--- src/rtl/core/iafp_pkg.sv ---
// Shared types and constants for the IMU angle frame parser.
`timescale 1ns / 1ps

package iafp_pkg;

    localparam int FRAME_BYTES = 11;
    localparam int POS_W       = 4;

    localparam logic [7:0] HEADER_BYTE = 8'h55;
    localparam logic [7:0] ANGLE_TYPE  = 8'h53;

    localparam logic [POS_W-1:0] POS_HUNT    = POS_W'(0);
    localparam logic [POS_W-1:0] TYPE_SLOT   = POS_W'(1);
    localparam logic [POS_W-1:0] YAW_LO_SLOT = POS_W'(6);
    localparam logic [POS_W-1:0] YAW_HI_SLOT = POS_W'(7);
    localparam logic [POS_W-1:0] CHECK_SLOT  = POS_W'(FRAME_BYTES - 1);

    typedef enum logic [1:0] {
        STATUS_OK       = 2'd0,
        STATUS_SUM_ERR  = 2'd1,
        STATUS_TYPE_ERR = 2'd2
    } status_t;

    // One completed frame, handed from the tracker to the result buffer.
    typedef struct packed {
        logic               valid;
        status_t            status;
        logic signed [15:0] yaw;
    } result_t;

endpackage

--- src/rtl/core/iafp_frame_tracker.sv ---
// Frame position, running checksum and captured fields for the byte stream.
`timescale 1ns / 1ps

module iafp_frame_tracker
    import iafp_pkg::*;
(
    input  logic       clk,
    input  logic       rst_n,
    input  logic       accept,
    input  logic [7:0] rx_byte,
    output result_t    result
);

    logic [POS_W-1:0] pos_reg, pos_next;
    logic [7:0]       sum_reg, sum_next;
    logic [7:0]       type_reg, type_next;
    logic [7:0]       yaw_lo_reg, yaw_lo_next;
    logic [7:0]       yaw_hi_reg, yaw_hi_next;

    always_comb
    begin
        pos_next       = pos_reg;
        sum_next       = sum_reg;
        type_next      = type_reg;
        yaw_lo_next    = yaw_lo_reg;
        yaw_hi_next    = yaw_hi_reg;
        result.valid   = 1'b0;
        result.status  = STATUS_OK;
        result.yaw     = 16'sd0;

        if (accept)
        begin
            if (pos_reg == POS_HUNT)
            begin
                if (rx_byte == HEADER_BYTE)
                begin
                    sum_next = rx_byte;
                    pos_next = TYPE_SLOT;
                end
            end
            else if (pos_reg < CHECK_SLOT)
            begin
                sum_next = sum_reg + rx_byte;
                pos_next = pos_reg + POS_W'(1);
                if (pos_reg == TYPE_SLOT)
                begin
                    type_next = rx_byte;
                end
                else if (pos_reg == YAW_LO_SLOT)
                begin
                    yaw_lo_next = rx_byte;
                end
                else if (pos_reg == YAW_HI_SLOT)
                begin
                    yaw_hi_next = rx_byte;
                end
            end
            else
            begin
                // Checksum byte, or any position past it: the frame ends here.
                result.valid = 1'b1;
                if (sum_reg != rx_byte)
                begin
                    result.status = STATUS_SUM_ERR;
                end
                else if (type_reg != ANGLE_TYPE)
                begin
                    result.status = STATUS_TYPE_ERR;
                end
                else
                begin
                    result.status = STATUS_OK;
                    result.yaw    = signed'({yaw_hi_reg, yaw_lo_reg});
                end
                pos_next = POS_HUNT;
                sum_next = 8'd0;
            end
        end
    end

    always_ff @(posedge clk or negedge rst_n)
    begin
        if (!rst_n)
        begin
            pos_reg    <= POS_HUNT;
            sum_reg    <= 8'd0;
            type_reg   <= 8'd0;
            yaw_lo_reg <= 8'd0;
            yaw_hi_reg <= 8'd0;
        end
        else
        begin
            pos_reg    <= pos_next;
            sum_reg    <= sum_next;
            type_reg   <= type_next;
            yaw_lo_reg <= yaw_lo_next;
            yaw_hi_reg <= yaw_hi_next;
        end
    end

endmodule

--- config.mk ---
export PLATFORM = sky130hd
export DESIGN_NAME = iafp_frame_tracker
export DESIGN_NICKNAME = d
export VERILOG_FILES = /design/src/rtl/core/iafp_pkg.sv /design/src/rtl/core/iafp_frame_tracker.sv
export SDC_FILE = /design/constraint.sdc
export NUM_CORES = 1
export LEC_CHECK = 0
export CAP_MARGIN = 10
export CELL_PAD_IN_SITES_DETAIL_PLACEMENT = 1
export CELL_PAD_IN_SITES_GLOBAL_PLACEMENT = 2
export CORE_UTILIZATION = 46
export CTS_BUF_LIST = sky130_fd_sc_hd__clkbuf_8
export CTS_CLUSTER_DIAMETER = 60
export DETAILED_ROUTE_END_ITERATION = 8
export DONT_BUFFER_PORTS = 1
export PLACE_DENSITY = 0.86
export SLEW_MARGIN = 40
export SYNTH_ARGS = -nofsm -noshare
export SYNTH_HDL_FRONTEND = slang
export SYNTH_SLANG_ARGS = --single-unit
--- constraint.sdc ---
create_clock -name clk -period 5.7 [get_ports clk]
set_input_delay 1.14 -clock clk [delete_from_list [all_inputs] [get_ports clk]]
set_output_delay 1.14 -clock clk [all_outputs]
set_load 0.01 [all_outputs]
# Yosys cells after proc, flatten, opt, wreduce, memory -nomap -nowiden
# Cells that the tools add are included.
dict set report word_totals {
  elab_cells 36
  output_inout_bits 19
  regBits 36
}
dict set report op_classes {
  n_reduce_logical 5
  add_sub_neg 2
  bitwise_logic 3
  n_eq_ne 7
  n_mux 13
  n_lt_le_gt_ge 1
}
# operator count
set ops {}
lappend ops {{$mux 19} 3}
lappend ops {{$mux 16} 2}
lappend ops {{$mux 8} 3}
lappend ops {{$mux 4} 3}
lappend ops {{$add 8x8->8} 1}
lappend ops {{$eq 4x3->1 const B} 2}
lappend ops {{$eq 8x7->1 const B} 1}
lappend ops {{$ne 8x7->1 const B} 1}
lappend ops {{$ne 8x8->1} 1}
lappend ops {{$reduce_and 6->1} 1}
lappend ops {{$reduce_and 5->1} 1}
lappend ops {{$add 4x1->4 const B} 1}
lappend ops {{$eq 4x1->1 const B} 1}
lappend ops {{$logic_not 4->1} 1}
lappend ops {{$lt 4x4->1 const B} 1}
lappend ops {{$mux 2} 2}
lappend ops {{$reduce_and 4->1} 1}
lappend ops {{$not 1->1} 3}
lappend ops {{$ne 2x1->1 const B} 1}
lappend ops {{$reduce_and 2->1} 1}

# Depth between registers and ports, before layout
# Gate-level depths: netlist of run 1.
dict set report depth {
  word_depth 6
  mapped_depth 8
  ltp_nobuf 7
}

# Least setup slack after synthesis of run 1
# No wires, ideal clock.
dict set report synth_timing {
  kind {input-to-output}
  from {in rx_byte[2]}
  to {out result[10] (netlist bit)}
  required_ns 4.560
  path_stages 7
  path_slack_ns 2.095
  t_arrival_ns 2.465
  path_buffers 1
  path_cell_list {ha_1 > nor4_1 > and3_1 > nand3_2 > nor2_4 > buf_4 > and2_1}
}
# item line_no
set synth_lines {}
lappend synth_lines {{start: declaration} iafp_frame_tracker.sv:10} ;# input logic [7:0] rx_byte,
lappend synth_lines {{end: declaration} iafp_frame_tracker.sv:11} ;# output result_t result

==> impl_results.md, run 1 <==
- Sequential share of the synthesized area: 0.426
- # Post-CTS Setup Buffers: 0
- Htree depth: 2
- Synth async-reset ratio: 1.00
- Wire length per cell: approximately 20 um
- Cell area power density: around 520 nW/um^2
- Hold_ws: slightly below 500 ps
- Synth cell types: 43
- Routed length on met1: between 2000 and 2500 um
- Syn_area_per_cell: about 11 um^2
- Max-Cap Viols: 0
- Layout cells sized above 1: 0.219
- Final period utilization: 0.653
- Fin crit period: between 3000 and 4000 ps
- Routed wire length: ~5000 um
- Sw frac: 0.369
- Vias in the first global route: around 1600
- Total number of vias: ~1500
- Final design utilization: 0.512
- Fmax: approximately 270 MHz
- Synth Flop Type: dfrtp_1
- Synth warnings: 0
- Final antenna-violating net count: 0
- Post-CTS Hold Buffers: 0
- Layout Skew: ~2.8 ps
- Leak Pwr: 0.985 nW
- Die area: 4870 um^2
- Net count, final: 214
- Crit path max fanout: 16
- Combinational fraction of design power: 0.411
- Synth-to-layout area growth: 6.21%
- IO buf count: 0
- Hold crit path type: reg -> reg
- Most common cell after layout, fill and taps aside: dfrtp_1
- PostCTS Resize Cnt: 0
- CTS Sinks: 36
- Peak VDD IR: roughly 0.20 mV
- Internal power: between 0.7 and 0.8 mW
- Worst Tran Pin Value: slightly below 600 ps
- Drt first-iter violations: 55
- Final-report max-slew violation count: 0
- Global-route wire length before repair: roughly 8000 um
- Flop pwr share: 0.400
- DRT Pass-1 Iters: 4
- Non-Filler Instances: 244
- Synth Cell Area: ~2100 um^2
- Worst EP arrival: approximately 2600 ps
- Largest cells by area after synthesis: dfrtp_1, mux2_2, ha_1, and2_1, nand2_1
- Die Y: approximately 70 um
- Setup crit start: rx_byte[2]
- Highest Signal Layer: met4
- Clock Tree Buf Depth: 2
- Inst Count DP: approximately 240
- CORE AREA: approximately 4400 um^2
- Hold Crit Start: sum_reg[5]$_DFFE_PN0P_
- CP endpoint kind: primary output
- Area share of the largest cell type after synthesis: 0.426
- Site Rows: 24
- Post-DP HPWL: between 3000 and 4000 um
- Hold Path Stages: 2
- RSZ-0062 raised after global routing: false
- Initial Utilization: 0.482
- Initial antenna violation count: 0
- Worst Setup Start Kind: input pin
- Setup TNS: 0 ps
- Post-route DRC: 0
- Clk Latency, worst-skew pair: approximately 290 ps
- Syn_nets: 212
- Area leader, netlist: dfrtp_1
- Total CTS buffers: 5
- Largest net degree at the start of global routing: 37
- Met2 wire length: between 2000 and 3000 um
- Final Hold Violating Endpoints: 0
- Post-synth EDFFs: 0
- Vias per Instance: between 6 and 7
- Status: complete, no violations
- Pwr Total: 1.18 mW
- Gate Count Post-Synth: 189
- Clock power share: 0.188
- Seq cells post-synth: 36
- Psw: around 0.44 mW
- Root buffer cell: clkbuf_8
- Diodes inserted: 0
- Die X: 69.8 um
- Clk slew on worst S/H paths: approximately 70 ps
- GR Overflow Total: 0
- Routed met3 length: about 200 um
- Reg2reg start: sum_reg[0]$_DFFE_PN0P_
- Routability-driven placement congestion ratio: ~0.84
- CTS tree: done
- Reg2reg path depth: 7
- Data required, critical path: between 4000 and 5000 ps
- Commonest non-fill, non-tap cells in the layout: dfrtp_1, mux2_2, and2_1
- Worst Setup Path Type: in -> out
- Slew Limit Headroom: 0.608
- I/O Pins: 30
- Gr usage total: 0.219
- Final setup violation count: 0
Yosys cell counts, types with 2 or more instances:
master,count
a211oi_1,4
a21o_1,2
a21oi_1,8
a22oi_1,3
and2_1,16
and3_1,3
buf_4,4
dfrtp_1,36
ha_1,11
inv_1,3
mux2_2,25
nand2_1,14
nand3_1,4
nand4bb_1,2
nor2_1,7
nor2_4,2
nor3_1,2
nor3b_1,2
nor3b_4,2
nor4_1,2
o21ai_0,10
o21bai_1,2
o31ai_1,2
xnor2_1,2
xor2_1,3
final cells by class:
cell class	instances	area [um^2]
multi-input combinational	145	1160
clock inverter	3	38.8
clock buffer	5	68.8
sequential	36	901
inverter	3	11.3
fill	475	2140
tap	52	65.1
worst max-delay path, stage by stage:
cell and delay [ps]:
ha_1 350, nor4_1 290, and3_1 230, nand3_2 120
nor2_4 230, and2_1 230
cells by family after synthesis:
kind of cell,count (synthesis),share of synthesized area
buf+inv,8,0.0249
fa+ha+maj,12,0.0746
mux,25,0.133
xor+xnor,5,0.0207
compound gates,37,0.113
flops,36,0.426
simple gates,66,0.208
layer usage:
metal	vias to the layer above	GRT usage
li1	683	-
met2	34	0.380
met3	7	0.0480
met5	-	0
met4	0	0.0711
met1	766	0.269
power groups by stage:
stage	combinational (mW)	sequential [mW]	clock, mW
floorplan	0.406	0.437	0
global placement	0.456	0.463	0
detailed placement	0.481	0.474	0
CTS	0.488	0.472	0.227
global route	0.539	0.489	0.236
finish	0.484	0.471	0.222
stage by stage:
step | cell area [um^2] | setup WS (ps)
after floorplan | 2110 | 2090
after global placement | 2140 | 2030
after detailed placement | 2140 | 1980
after CTS | 2250 | 1970
after global routing | 2250 | 1840
final | 2250 | 1980
path summary, 6_finish.rpt:
kind / to / slack [ps]
max: result[11] / 1980
max in group asynchronous: type_reg[4]$_DFFE_PN0P_ / 5080
min: sum_reg[5]$_DFFE_PN0P_ / 490
min in group asynchronous: yaw_hi_reg[0]$_DFFE_PN0P_ / 540
min reg2reg: sum_reg[5]$_DFFE_PN0P_ / 490
max reg2reg: sum_reg[6]$_DFFE_PN0P_ / 3620
(Power assumes the default switching activity.)
==> inputs of run 2 (changes only) <==
--- a/config.mk
+++ b/config.mk
@@ -8,12 +8,12 @@
 export CAP_MARGIN = 10
 export CELL_PAD_IN_SITES_DETAIL_PLACEMENT = 1
 export CELL_PAD_IN_SITES_GLOBAL_PLACEMENT = 2
-export CORE_UTILIZATION = 46
+export CORE_UTILIZATION = 39
 export CTS_BUF_LIST = sky130_fd_sc_hd__clkbuf_8
 export CTS_CLUSTER_DIAMETER = 60
 export DETAILED_ROUTE_END_ITERATION = 8
 export DONT_BUFFER_PORTS = 1
-export PLACE_DENSITY = 0.86
+export PLACE_DENSITY = 0.78
 export SLEW_MARGIN = 40
 export SYNTH_ARGS = -nofsm -noshare
 export SYNTH_HDL_FRONTEND = slang
==> constraint.sdc (replaced) <==
create_clock -name clk -period 3.1 [get_ports clk]
set_input_delay 0.62 -clock clk [delete_from_list [all_inputs] [get_ports clk]]
set_output_delay 0.62 -clock clk [all_outputs]
set_load 0.01 [all_outputs]
==> impl_results.md, run 2 (synthesized netlist as in run 1, its figures left out) <==
- Status: complete, no violations
- Gr busiest metal: met2
- Final antenna-violating net count: 0 (unchanged)
- IO buf count: 0 (unchanged)
- Post-route DRC: 0 (unchanged)
- Dpl cell area: 2160 um^2 (+1.1%)
- Commonest non-fill, non-tap cells in the layout: dfrtp_1, mux2_2, and2_1
- Synth-to-layout area growth: 6.63%
- Leak Pwr: 0.974 nW (-1.1%)
- # Post-CTS Setup Buffers: 0 (unchanged)
- Post-CTS Hold Buffers: 0 (unchanged)
- Wire length per cell: 18.7 um (-7.3%)
- Worst path top cell family by delay: simple AND/OR/NAND/NOR gates
- Worst path max stage delay: 390 ps (+40 ps)
- Peak VDD IR: 0.406 mV (+98%)
- Clock Tree Buf Depth: 2 (unchanged)
- Htree depth: 2 (unchanged)
- Vias in the first global route: 1524 (-2.4%)
- Initial Utilization: 0.409 (-0.0735)
- Post-DP HPWL: 3730 um (+3.9%)
- Filler Cells Inserted: 573 (+21%)
- Total number of vias: 1471 (-1.3%)
- RSZ-0062 raised after global routing: false
- Total CTS buffers: 5 (unchanged)
- Die area: 5720 um^2 (+17%)
- GR Overflow Total: 0 (unchanged)
- Site Rows: 26 (+8.3%)
- Vias per Instance: 5.61 (-8.1%)
- CORE AREA: 5170 um^2 (+18%)
- Initial antenna violation count: 0 (unchanged)
- Data required, critical path: 2480 ps (-2080 ps)
- Register Area: 901 um^2 (unchanged)
- Diodes inserted: 0 (unchanged)
- Crit path max fanout: 16 (unchanged)
- Bufs and invs on worst path: 0 (unchanged)
- Worst Tran Pin Value: 552 ps (-31.2 ps)
- Layout Skew: 5.56 ps (+2.73 ps)
- Cell area power density: 920 nW/um^2 (+76%)
- Net count, final: 214 (unchanged)
- Final setup violation count: 0 (unchanged)
- Worst Setup Path Type: reg -> out
- Global-route wire length before repair: 7740 um (-4.3%)
- Largest net degree at the start of global routing: 37 (unchanged)
- Slew Limit Headroom: 0.629 (+0.0210)
- CP endpoint kind: primary output
- Final period utilization: 0.897
- M2 GR Usage: 0.343 (-0.0371)
- Worst Setup Start Kind: register
- Drt first-iter violations: 86 (+56%)
- Hold_ws: 19.9 ps (-475 ps)
- Worst EP arrival: 2160 ps (-420 ps)
- I/O Pins: 30 (unchanged)
- Setup TNS: 0 ps (unchanged)
- Clk slew on worst S/H paths: 70 ps (about the same)
- Max-Cap Viols: 0 (unchanged)
- Met1 Use GR: 0.218 (-0.0513)
- DRT Pass-1 Iters: 4 (unchanged)
- Routability-driven placement congestion ratio: 0.908 (+8.5%)
- Multi-input gate area: 1160 um^2 (unchanged)
- Worst path slowest cell: dfrtp_1
- Final Hold Violating Endpoints: 0 (unchanged)
- Final-report max-slew violation count: 0 (unchanged)
- M3 GR Usage: 0.0476 (-0.000346)
- Die X: 75.6 um (+8.4%)
- Routed wire length: 4910 um (-0.51%)
- PostCTS Resize Cnt: 0 (unchanged)
- Fmax: about 360 MHz
- Gr usage total: 0.193 (-0.0265)
- Layout cells sized above 1: 0.219 (unchanged)
- Most common cell after layout, fill and taps aside: dfrtp_1
- Critical Path, Cell by Cell: ha_1, nor4_1, and3_1, nand3_2, nor2_4, and2_1
- Clk Latency, worst-skew pair: 290 ps (about the same)
- Hold crit path type: in -> async
- Die Y: 75.6 um (+8.4%)
- CTS Sinks: 36 (unchanged)
- Final Cell Area: 2250 um^2 (+0.39%)
- Fin crit period: 2780 ps
- CTS tree: done
- Root buffer cell: clkbuf_8
==> run 2: cell types whose count changed in the layout (fill, tap and decap cells not counted), sizes merged <==
cell	previous run	this run
bufinv	1	0
clkinvlp	0	1
clkbuf	5	6
clkinv	1	0
==> run 2: worst paths after layout <==
check | startpoint | end | slack (ps) | cells past startpoint
worst max-delay path | sum_reg[2]$_DFFE_PN0P_ | result[4] | 320 | 6
worst min-delay path | rst_n | type_reg[3]$_DFFE_PN0P_ | 20 | 0
worst max register to register | sum_reg[0]$_DFFE_PN0P_ | sum_reg[6]$_DFFE_PN0P_ | 1010 | 7
worst min register to register | sum_reg[3]$_DFFE_PN0P_ | sum_reg[3]$_DFFE_PN0P_ | 490 | 2
max in group asynchronous | rst_n | sum_reg[5]$_DFFE_PN0P_ | 3000 | 0
min in group clk | accept | sum_reg[4]$_DFFE_PN0P_ | 430 | 1
==> run 2: cell type report <==
class / count / area share
Clock inverter: 2 / 0.00499
Sequential cell: 36 / 0.400
Tap cell: 70 / 0.0388
Inverter: 3 / 0.00499
Clock buffer: 6 / 0.0366
Multi-Input combinational cell: 145 / 0.515
==> run 2: metrics by stage <==
| stage | utilization | instances | worst slack [ps] | total power, mW |
|---|---|---|---|---|
| 3_5_place_dp | 0.418 | 254 | 369 | 1.75 |
| 3_3_place_gp | 0.418 | 254 | 467 | 1.68 |
| 4_1_cts | 0.436 | 262 | 284 | 2.10 |
| 5_1_grt | 0.436 | 262 | 140 | 2.25 |
| 2_1_floorplan | - | 189 | 535 | 1.55 |
| 6_report | 0.436 | 262 | 319 | 2.07 |
==> run 2: layer usage <==
| layer | wire length, um | vias up | share of wire |
|---|---|---|---|
| met5 | 0 | - | 0 |
| met4 | 99 | 0 | 0.020 |
| met3 | 217 | 9 | 0.044 |
| met2 | 2490 | 32 | 0.51 |
| met1 | 2100 | 743 | 0.43 |
| li1 | - | 687 | - |
==> run 2: where the power goes <==
group	switching [mW]	total (mW)	leakage, nW	internal (mW)
combinational	0.447	0.878	0.479	0.431
clock	0.164	0.341	0.0486	0.177
sequential	0.158	0.856	0.446	0.698
total	0.769	2.07	0.974	1.31
