<file path="config.mk">
export PLATFORM = sky130hd
export DESIGN_NAME = iafp_result_buf
export DESIGN_NICKNAME = d
export VERILOG_FILES = /design/src/rtl/core/iafp_pkg.sv /design/src/rtl/core/iafp_result_buf.sv
export SDC_FILE = /design/constraint.sdc
export NUM_CORES = 1
export LEC_CHECK = 0
export ABC_AREA = 1
export BUFFER_PORTS_ARGS = -buffer_cell sky130_fd_sc_hd__buf_2
export CAP_MARGIN = 25
export CORE_MARGIN = 2
export CORE_UTILIZATION = 37
export DETAILED_ROUTE_END_ITERATION = 16
export PLACE_DENSITY = 0.74
export SLEW_MARGIN = 20
export SYNTH_ARGS = -nofsm -noshare
export SYNTH_HDL_FRONTEND = slang
export SYNTH_SLANG_ARGS = --single-unit
export TNS_END_PERCENT = 100
</file>
<file path="constraint.sdc">
create_clock -name clk -period 1.9 [get_ports clk]
set_input_delay 0.57 -clock clk [delete_from_list [all_inputs] [get_ports clk]]
set_output_delay 0.57 -clock clk [all_outputs]
set_load 0.01 [all_outputs]
</file>
<file path="src/rtl/core/iafp_pkg.sv">
// Shared types and constants for the IMU angle frame parser.
`timescale 1ns / 1ps

package iafp_pkg;

    localparam int FRAME_BYTES = 11;
    localparam int POS_W       = 4;

    localparam logic [7:0] HEADER_BYTE = 8'h55;
    localparam logic [7:0] ANGLE_TYPE  = 8'h53;

    localparam logic [POS_W-1:0] POS_HUNT    = POS_W'(0);
    localparam logic [POS_W-1:0] TYPE_SLOT   = POS_W'(1);
    localparam logic [POS_W-1:0] YAW_LO_SLOT = POS_W'(6);
    localparam logic [POS_W-1:0] YAW_HI_SLOT = POS_W'(7);
    localparam logic [POS_W-1:0] CHECK_SLOT  = POS_W'(FRAME_BYTES - 1);

    typedef enum logic [1:0] {
        STATUS_OK       = 2'd0,
        STATUS_SUM_ERR  = 2'd1,
        STATUS_TYPE_ERR = 2'd2
    } status_t;

    // One completed frame, handed from the tracker to the result buffer.
    typedef struct packed {
        logic               valid;
        status_t            status;
        logic signed [15:0] yaw;
    } result_t;

endpackage

</file>
<file path="src/rtl/core/iafp_result_buf.sv">
// Output register that holds one frame result until the receiver takes it.
`timescale 1ns / 1ps

module iafp_result_buf
    import iafp_pkg::*;
(
    input  logic               clk,
    input  logic               rst_n,
    input  result_t            result,
    output logic               can_take,
    output logic               valid,
    input  logic               ready,
    output status_t            frame_status,
    output logic signed [15:0] yaw_raw
);

    logic               valid_reg, valid_next;
    status_t            status_reg, status_next;
    logic signed [15:0] yaw_reg, yaw_next;

    // The register frees up in the same cycle its word is taken.
    assign can_take = !valid_reg || ready;

    always_comb
    begin
        valid_next  = valid_reg;
        status_next = status_reg;
        yaw_next    = yaw_reg;
        if (can_take)
        begin
            valid_next = result.valid;
            if (result.valid)
            begin
                status_next = result.status;
                yaw_next    = result.yaw;
            end
        end
    end

    always_ff @(posedge clk or negedge rst_n)
    begin
        if (!rst_n)
        begin
            valid_reg <= 1'b0;
        end
        else
        begin
            valid_reg <= valid_next;
        end
    end

    always_ff @(posedge clk)
    begin
        status_reg <= status_next;
        yaw_reg    <= yaw_next;
    end

    assign valid        = valid_reg;
    assign frame_status = status_reg;
    assign yaw_raw      = yaw_reg;

endmodule

</file>
Word level (Yosys, flattened, before mapping)
Index checks and enable logic that the tools add are counted.

operators by class
  reduce and logical (&&, ||, !) cells = 3

operators with widths
  kind                 count
  AND reduction 2 bit  1
  logical NOT 1 bit    1
  logical OR 1 bit     1

storage, ports and cells
  register bits after elaboration = 19
  input port bits = 22
  output and inout bits = 20
  logic and storage cells = 6

Logic depth before layout (Yosys ltp)
Gate-level depths: netlist (run 1).

  word-level depth = 3
  gate-level depth with buffers = 3
  depth with buffers taken out = 3

Worst setup path before layout (run 1)
No wires, ideal clock.

  path type = input to register
  start = input result[18] (netlist name)
  end = register status_reg[0], in the netlist frame_status[0], enable pin
  library setup time = 399 ps
  data arrival time = 1522 ps
  data required time = 1501 ps
  setup slack = -21 ps
  stages on the path = 2
  buffers on the path = 0
  path through = inv_1 a21oi_1

between the ends
  longest elaborated chain between the ends = 1

ends and longest elaborated chain
  item                                  line                   text
  from (decl)                           iafp_result_buf.sv:9   input result_t result,
  AND reduction 2 bit (no source line)  -
  to (signal assigned)                  iafp_result_buf.sv:54  status_reg <= status_next;
  to (decl)                             iafp_result_buf.sv:18  status_t status_reg, status_next;

Every way passes these cells.
A chain may end at the register's enable or synchronous reset.

Final worst setup path (run 1)
  start = input ready
  end = output can_take

between the ends
  longest elaborated chain between the ends = 1

ends and longest elaborated chain
  item              line                   text
  from (decl)       iafp_result_buf.sv:12  input logic ready,
  logical OR 1 bit  iafp_result_buf.sv:22  assign can_take = !valid_reg || ready;
  to (decl)         iafp_result_buf.sv:10  output logic can_take,

Every way passes these cells.

==> run_results.csv, run 1 <==
group,metric,value,unit
global_routing,grt_pass1_wl,1.42,mm
synthesis,synth_top_area_share,92.3,%
placed_design,placedCellCount,82,
route,via_per_inst,4.36,
pwr,p_leak,0.383,nW
synthesis,synth_compound_gate_area_share,0.855,%
timing,worst_pin_slew,226,ps
pwr,p_total,749,uW
synthesis,synth_top_family_by_area,"buffers and inverters",
placed_design,placed_area,822,sq um
critical_path,path_cells,"buf_2 > inv_1 > nand2_1 > buf_2",
final_layout,layout_commonest_cell,"buf_2",
cts,clockRootBuffer,"clkbuf_4",
timing,min_period,1500,ps
global_routing,grt_max_degree,19,
global_routing,grt_pass1_vias,345,
route,routedWlPerCell,11.7,um
global_routing,grt_use_total,11.1,%
route,vias,375,
final_layout,diodes,0,
final_layout,nNetsFinal,93,
global_routing,grt-ovfl-total,0,
synthesis,synth_simple_gate_area_share,1.28,%
cts,cts_resized,0,
synthesis,avgSynthCellArea,24.4,sq um
synthesis,synth_mux_area_share,0,%
final_layout,largest_reg_flops,16,
synthesis,ys_warn_count,0,
critical_path,crit_fanout,2,
cts,clkLatencyLatePin,280,ps
cts,cts-hold-fix-buffers,0,
synthesis,ys_seq_area_share,96.6,%
floorplan,die_h,43.8,um
critical_path,crit_type,"in2out",
timing,maxSlewViolCount,0,
route,drt_iter0_markers,1,
cts,cts_buffer_depth,2,
critical_path,critPathLaunchType,"primary input",
critical_path,critPathMaxStageDelay,140,ps
critical_path,arrival,930,ps
synthesis,synth_area,586,sq um
pwr,vdd_drop_max,413,uV
critical_path,cp_common_cell,"buf_2",
cts,cts_setup_buffers,0,
floorplan,start_util,39.3,%
critical_path,cp-end-kind,"output port",
synthesis,synthCells,24,
pwr,power.density,882,nW/um^2
final_layout,design_area,850,sq um
synthesis,synthDistinctLibCells,5,
run,maxCapViolations,0,
route,detail-route-antenna-nets,0,
floorplan,core_area,1490,sq um
timing,rsz0062_at_grt,"false",
critical_path,slowest_stage,"buf_2",
cts,h-tree-depth,1,
final_layout,fin_cells,86,
timing,fin_crit_sh,79.2,%
route,drc_errors,0,
floorplan,die_x,43.8,um
timing,setup_viol,0,
synthesis,ys_seq_elements,19,
cts,cts_tree,"yes",
final_layout,most-common-layout-cells,"41 x buf_2, 18 x edfxtp_1, 3 x clkbuf_4",
synthesis,synth_top_area_cell,"edfxtp_1",
timing,clock_skew,5.64,ps
route,wl,1.01,mm
hold_path,hold_class,"in2async",
synthesis,synthAdderAreaFrac,0,%
timing,relSlewSlack,84.9,%
floorplan,die-area,1920,sq um
synthesis,syn_nets,46,
synthesis,synth-xor-area-share,0,%
cts,path_clk_slew,100,ps
route,dr.pass1.iters,2,
placed_design,io_buffers,41,
timing,fmax,664,MHz
status,status,"completed",
global_routing,antenna_found_initial,0,
placed_design,hpwl,796,um
final_layout,area_growth,45.1,%
synthesis,synth_area_leaders,"edfxtp_1 92%, dfrtp_1 4.3%, inv_1 1.3%, nand2_1 1.3%, a21oi_1 0.85%",
cts,cts_buffers,3,
placed_design,gp_congestion,0.682,
floorplan,io_pins,42,
timing,hold_viol_final,0,
critical_path,required,1330,ps
timing,fin_tns_setup,0,ps
final_layout,drive_above_1_share,67.1,%
cts,clock_sink_count,19,
floorplan,fp-row-count,14,
## synth_stat cells
master / n
dfrtp_1: 1
edfxtp_1: 18
a21oi_1: 1
nand2_1: 2
inv_1: 2
## where the power goes
group | switching [mW] | internal (mW) | total, mW
Combinational | 0.0369 | 0.0332 | 0.0701
Sequential | 0.00557 | 0.485 | 0.491
Clock | 0.110 | 0.0780 | 0.188
## logic make-up after synthesis
family,after synthesis
AO/OA/AOI/OAI,1
buffers and inverters,2
flip-flops,19
AND/OR/NAND/NOR,2
## worst max-delay path: cells and delay by family
| kind | cells | cell delay, ps |
|---|---|---|
| simple gates | 1 | 60 |
| buf+inv | 3 | 300 |
## final cells by class
class,instances,area [sq um]
inverters,2,7.51
well taps,16,20.0
fillers,125,639
clock buffers,3,22.5
flip-flops and latches,19,566
repair buffers,42,213
multi-input cells,3,16.3
clock inverters,1,5.00
## final timing paths
kind	start	endpoint	slack, ps	cells past startpoint
worst max-delay path	ready	can_take	400	4
worst min-delay path	rst_n	valid	40	1
worst max register to register	valid	yaw_raw[6]	780	2
worst min register to register	valid	valid	570	2
max in group asynchronous	rst_n	valid	1780	1
min in group clk	result[2]	yaw_raw[2]	450	1
## metrics by stage
stage	utilization (%)	setup slack (ps)	hold slack, ps
finish	57.1	395	38.3
detailed placement	55.2	391	347
global route	57.1	348	14.8
CTS	57.1	389	26.3
global placement	55.2	407	345
floorplan	-	329	274
## routing by layer
| layer | global-route usage [%] | wire, um | vias up |
|---|---|---|---|
| met1 | 9.44 | 312 | 165 |
| met5 | 0 | 0 | - |
| met2 | 19.7 | 547 | 26 |
| li1 | - | - | 182 |
| met4 | 7.27 | 11 | 0 |
| met3 | 5.42 | 133 | 2 |
(Power assumes the default switching activity.)
==> run 2: changes to the inputs <==
==> constraint.sdc (replaced) <==
create_clock -name clk -period 1.5 [get_ports clk]
set_input_delay 0.45 -clock clk [delete_from_list [all_inputs] [get_ports clk]]
set_output_delay 0.45 -clock clk [all_outputs]
set_load 0.01 [all_outputs]
==> run_results.csv, run 2 (synthesis gave the netlist of run 1 again) <==
group,metric,value,unit
route,vias,386,
route,routedWlPerCell,10.7,um
global_routing,grt_max_degree,19,
critical_path,crit_fanout,3,
timing,maxSlewViolCount,0,
final_layout,nNetsFinal,94,
pwr,p_total,955,uW
final_layout,layout_commonest_cell,"buf_2",
critical_path,critPathLaunchType,"flop",
final_layout,final_util,58.5,%
timing,setup_viol,0,
cts,cts_buffer_depth,2,
cts,cts_tree,"yes",
final_layout,diodes,0,
placed_design,placed_area,835,sq um
pwr,p_leak,0.389,nW
timing,finalHoldWorstSlack,338,ps
critical_path,crit_type,"reg2out",
global_routing,grt_use_total,10.6,%
timing,fmax,736,MHz
placed_design,hpwl,742,um
pwr,vdd_drop_max,493,uV
global_routing,antenna_found_initial,0,
placed_design,gp_congestion,0.682,
floorplan,start_util,39.3,%
timing,fin_tns_setup,0,ps
timing,worst_slack,141,ps
global_routing,grt-ovfl-total,0,
placed_design,place_ws,232,ps
route,dr.pass1.iters,3,
cts,path_clk_slew,100,ps
cts,h-tree-depth,1,
critical_path,path_cells,"nand2_1 > buf_2",
placed_design,io_buffers,41,
critical_path,cp-end-kind,"output port",
run,maxCapViolations,0,
floorplan,die_x,43.8,um
timing,worst_pin_slew,151,ps
final_layout,fin_cells,87,
cts,cts_resized,0,
floorplan,fp-row-count,14,
hold_path,hold_class,"in2reg",
global_routing,grt_pass1_vias,380,
critical_path,critPathMaxStageDelay,410,ps
floorplan,die_h,43.8,um
cts,clkLatencyLatePin,280,ps
critical_path,r2r_cells,2,
cts,cts_buffers,3,
timing,hold_viol_final,0,
floorplan,io_pins,42,
final_layout,largest_reg_flops,16,
route,drc_errors,0,
floorplan,core_area,1490,sq um
status,status,"completed",
pwr,power.density,1100,nW/um^2
timing,min_period,1360,ps
final_layout,area_growth,48.7,%
final_layout,drive_above_1_share,64.8,%
final_layout,design_area,871,sq um
timing,clock_skew,1.82,ps
placed_design,placedCellCount,82,
critical_path,slowest_stage,"dfrtp_1",
route,drt_iter0_markers,12,
route,detail-route-antenna-nets,0,
global_routing,grt_pass1_wl,1.41,mm
cts,clock_sink_count,19,
floorplan,die-area,1920,sq um
route,wl,931,um
timing,relSlewSlack,90.0,%
cts,clockRootBuffer,"clkbuf_4",
final_layout,most-common-layout-cells,"41 x buf_2, 18 x edfxtp_1, 3 x clkbuf_4",
hold_path,hold_depth,1,
timing,fin_crit_sh,90.6,%
critical_path,required,1050,ps
timing,rsz0062_at_grt,"false",
critical_path,arrival,910,ps
route,via_per_inst,4.44,
## run 2: path summary, 6_finish.rpt
check	start	end	slack, ps
setup / recovery	valid	can_take	140
hold / removal	result[17]	frame_status[1]	340
setup reg to reg	valid	yaw_raw[4]	450
hold reg to reg	valid	valid	550
max in group asynchronous	rst_n	valid	960
min in group asynchronous	rst_n	valid	460
## run 2: area by class of cell
cell class              count  area, sq um
repair buffers             43          235
fillers                   122          618
clock buffers               4         26.3
multi-input cells           3         16.3
inverters                   2         7.51
flip-flops and latches     19          566
well taps                  16         20.0
## run 2: routing by layer
metal,track usage (%),wire length (um),vias up,part of all wire [%]
li1,-,-,185,-
met5,0,0,-,0
met1,9.22,308,173,33
met4,7.27,11,0,1.2
met2,19.1,495,26,53
met3,4.58,115,2,12
## run 2: worst max-delay path: cells and delay by family (launching register included)
| kind | cells | cell delay, ps |
|---|---|---|
| buf+inv | 1 | 130 |
| flops | 1 | 410 |
| simple gates | 1 | 90 |
## run 2: timing repair
| action | 4_1_cts | 5_1_grt |
|---|---|---|
| hold endpoints to repair | 1 | 0 |
| hold buffers | 1 | 0 |
| setup buffers | 0 | 0 |
## run 2: where the power goes
part	internal, mW	switching, mW	leakage, nW
logic	0.0483	0.0471	0.191
registers	0.615	0.00692	0.182
clock network	0.103	0.135	0.0150
==> run 3: changes to the inputs <==
--- a/config.mk
+++ b/config.mk
@@ -6,12 +6,12 @@
 export NUM_CORES = 1
 export LEC_CHECK = 0
 export ABC_AREA = 1
-export BUFFER_PORTS_ARGS = -buffer_cell sky130_fd_sc_hd__buf_2
+export BUFFER_PORTS_ARGS = -buffer_cell sky130_fd_sc_hd__buf_4
 export CAP_MARGIN = 25
 export CORE_MARGIN = 2
-export CORE_UTILIZATION = 37
+export CORE_UTILIZATION = 34
 export DETAILED_ROUTE_END_ITERATION = 16
-export PLACE_DENSITY = 0.74
+export PLACE_DENSITY = 0.69
 export SLEW_MARGIN = 20
 export SYNTH_ARGS = -nofsm -noshare
 export SYNTH_HDL_FRONTEND = slang
==> run_results.csv, run 3 (synthesis gave the netlist of run 1 again) <==
group,metric,value,unit
route,via_per_inst,4.49,
critical_path,path_cells,"nand2_1 > buf_4",
critical_path,required,1050,ps
timing,fin_crit_sh,90.6,%
floorplan,core_area,1560,sq um
route,vias,391,
route,detail-route-antenna-nets,0,
final_layout,nFillCells,118,
final_layout,diodes,0,
critical_path,path_buf_inv,1,
route,drc_errors,0,
critical_path,arrival,910,ps
floorplan,die_x,45.5,um
global_routing,grt_pass1_wl,1.74,mm
pwr,p_leak,0.428,nW
floorplan,fp-row-count,14,
placed_design,io_buffers,41,
cts,clockRootBuffer,"clkbuf_4",
global_routing,grt_pass1_vias,434,
route,routedWlPerCell,13.6,um
timing,fmax,736,MHz
cts,path_clk_slew,110,ps
placed_design,gp_congestion,0.577,
cts,clkLatencyLatePin,290,ps
run,maxCapViolations,0,
critical_path,cp-end-kind,"output port",
cts,cts-hold-fix-buffers,1,
final_layout,nNetsFinal,94,
pwr,p_total,998,uW
cts,cts_tree,"yes",
status,status,"completed",
critical_path,critPathMaxStageDelay,410,ps
critical_path,crit_fanout,3,
final_layout,drive_above_1_share,66.2,%
critical_path,crit_type,"reg2out",
route,dr.pass1.iters,2,
timing,finalHoldWorstSlack,328,ps
global_routing,grt_use_total,12.4,%
hold_path,hold_class,"in2reg",
final_layout,most-common-layout-cells,"41 x buf_4, 18 x edfxtp_1, 3 x clkbuf_4",
cts,h-tree-depth,1,
route,drt_iter0_markers,4,
final_layout,layout_commonest_cell,"buf_4",
timing,clock_skew,6.43,ps
timing,rsz0062_at_grt,"false",
timing,relSlewSlack,88.7,%
timing,setup_viol,0,
cts,cts_buffers,3,
critical_path,slowest_stage,"dfrtp_1",
global_routing,grt-ovfl-total,0,
global_routing,antenna_found_initial,0,
floorplan,start_util,37.6,%
floorplan,io_pins,42,
final_layout,area_growth,66.5,%
critical_path,critPathLaunchType,"flop",
cts,cts_resized,0,
pwr,power.density,1020,nW/um^2
cts,cts_buffer_depth,2,
cts,cts_setup_buffers,0,
route,wl,1.19,mm
critical_path,crit_family,"flip-flops",
floorplan,die-area,2070,sq um
pwr,vdd_drop_max,492,uV
timing,maxSlewViolCount,0,
placed_design,placed_area,937,sq um
timing,hold_viol_final,0,
final_layout,final_util,62.5,%
timing,min_period,1360,ps
final_layout,design_area,975,sq um
timing,fin_tns_setup,0,ps
floorplan,die_h,45.5,um
global_routing,grt_max_degree,19,
cts,clock_sink_count,19,
final_layout,largest_reg_flops,16,
timing,worst_pin_slew,170,ps
[run 3: through the flow]
step	setup WS (ps)	instances
after floorplan	49.0	24
after global placement	225	82
after detailed placement	211	82
after CTS	123	87
after global routing	73.4	87
final	141	87
[run 3: path summary, 6_finish.rpt]
check | startpoint | end | slack, ps | depth (start not counted)
worst min-delay path | result[9] | yaw_raw[9] | 330 | 1
worst max-delay path | valid | can_take | 140 | 2
worst max register to register | valid | frame_status[0] | 430 | 2
min in group asynchronous | rst_n | valid | 470 | 2
max in group asynchronous | rst_n | valid | 960 | 2
worst min register to register | valid | valid | 550 | 2
[run 3: layout make-up]
cell class                 instances  area [sq um]  share of cell area (%)
clock buffer                       3          22.5                    2.31
clock inverter                     1          5.00                   0.513
inverter                           2          7.51                   0.770
multi-input combinational          3          16.3                    1.67
sequential                        19           566                    58.0
tap                               16          20.0                    2.05
timing repair buffer              43           338                    34.7
[run 3: worst reg2reg max path, stage by stage, from the launching register on]
cell	delay [ps]
dfrtp_1	410
a21oi_2	200
buf_12	180
[run 3: report_power, final]
part / internal, mW / switching (mW) / leakage [nW] / total [mW]
registers: 0.615 / 0.00902 / 0.182 / 0.624
clock network: 0.0990 / 0.147 / 0.0177 / 0.246
logic: 0.0783 / 0.0492 / 0.228 / 0.128
total: 0.792 / 0.205 / 0.428 / 0.998
[run 3: routing by layer]
layer	up-vias	wire length, um	track usage [%]
met3	2	47	2.38
met1	189	452	12.8
met4	0	5	7.06
met5	-	0	0
met2	14	680	22.8
li1	186	-	-
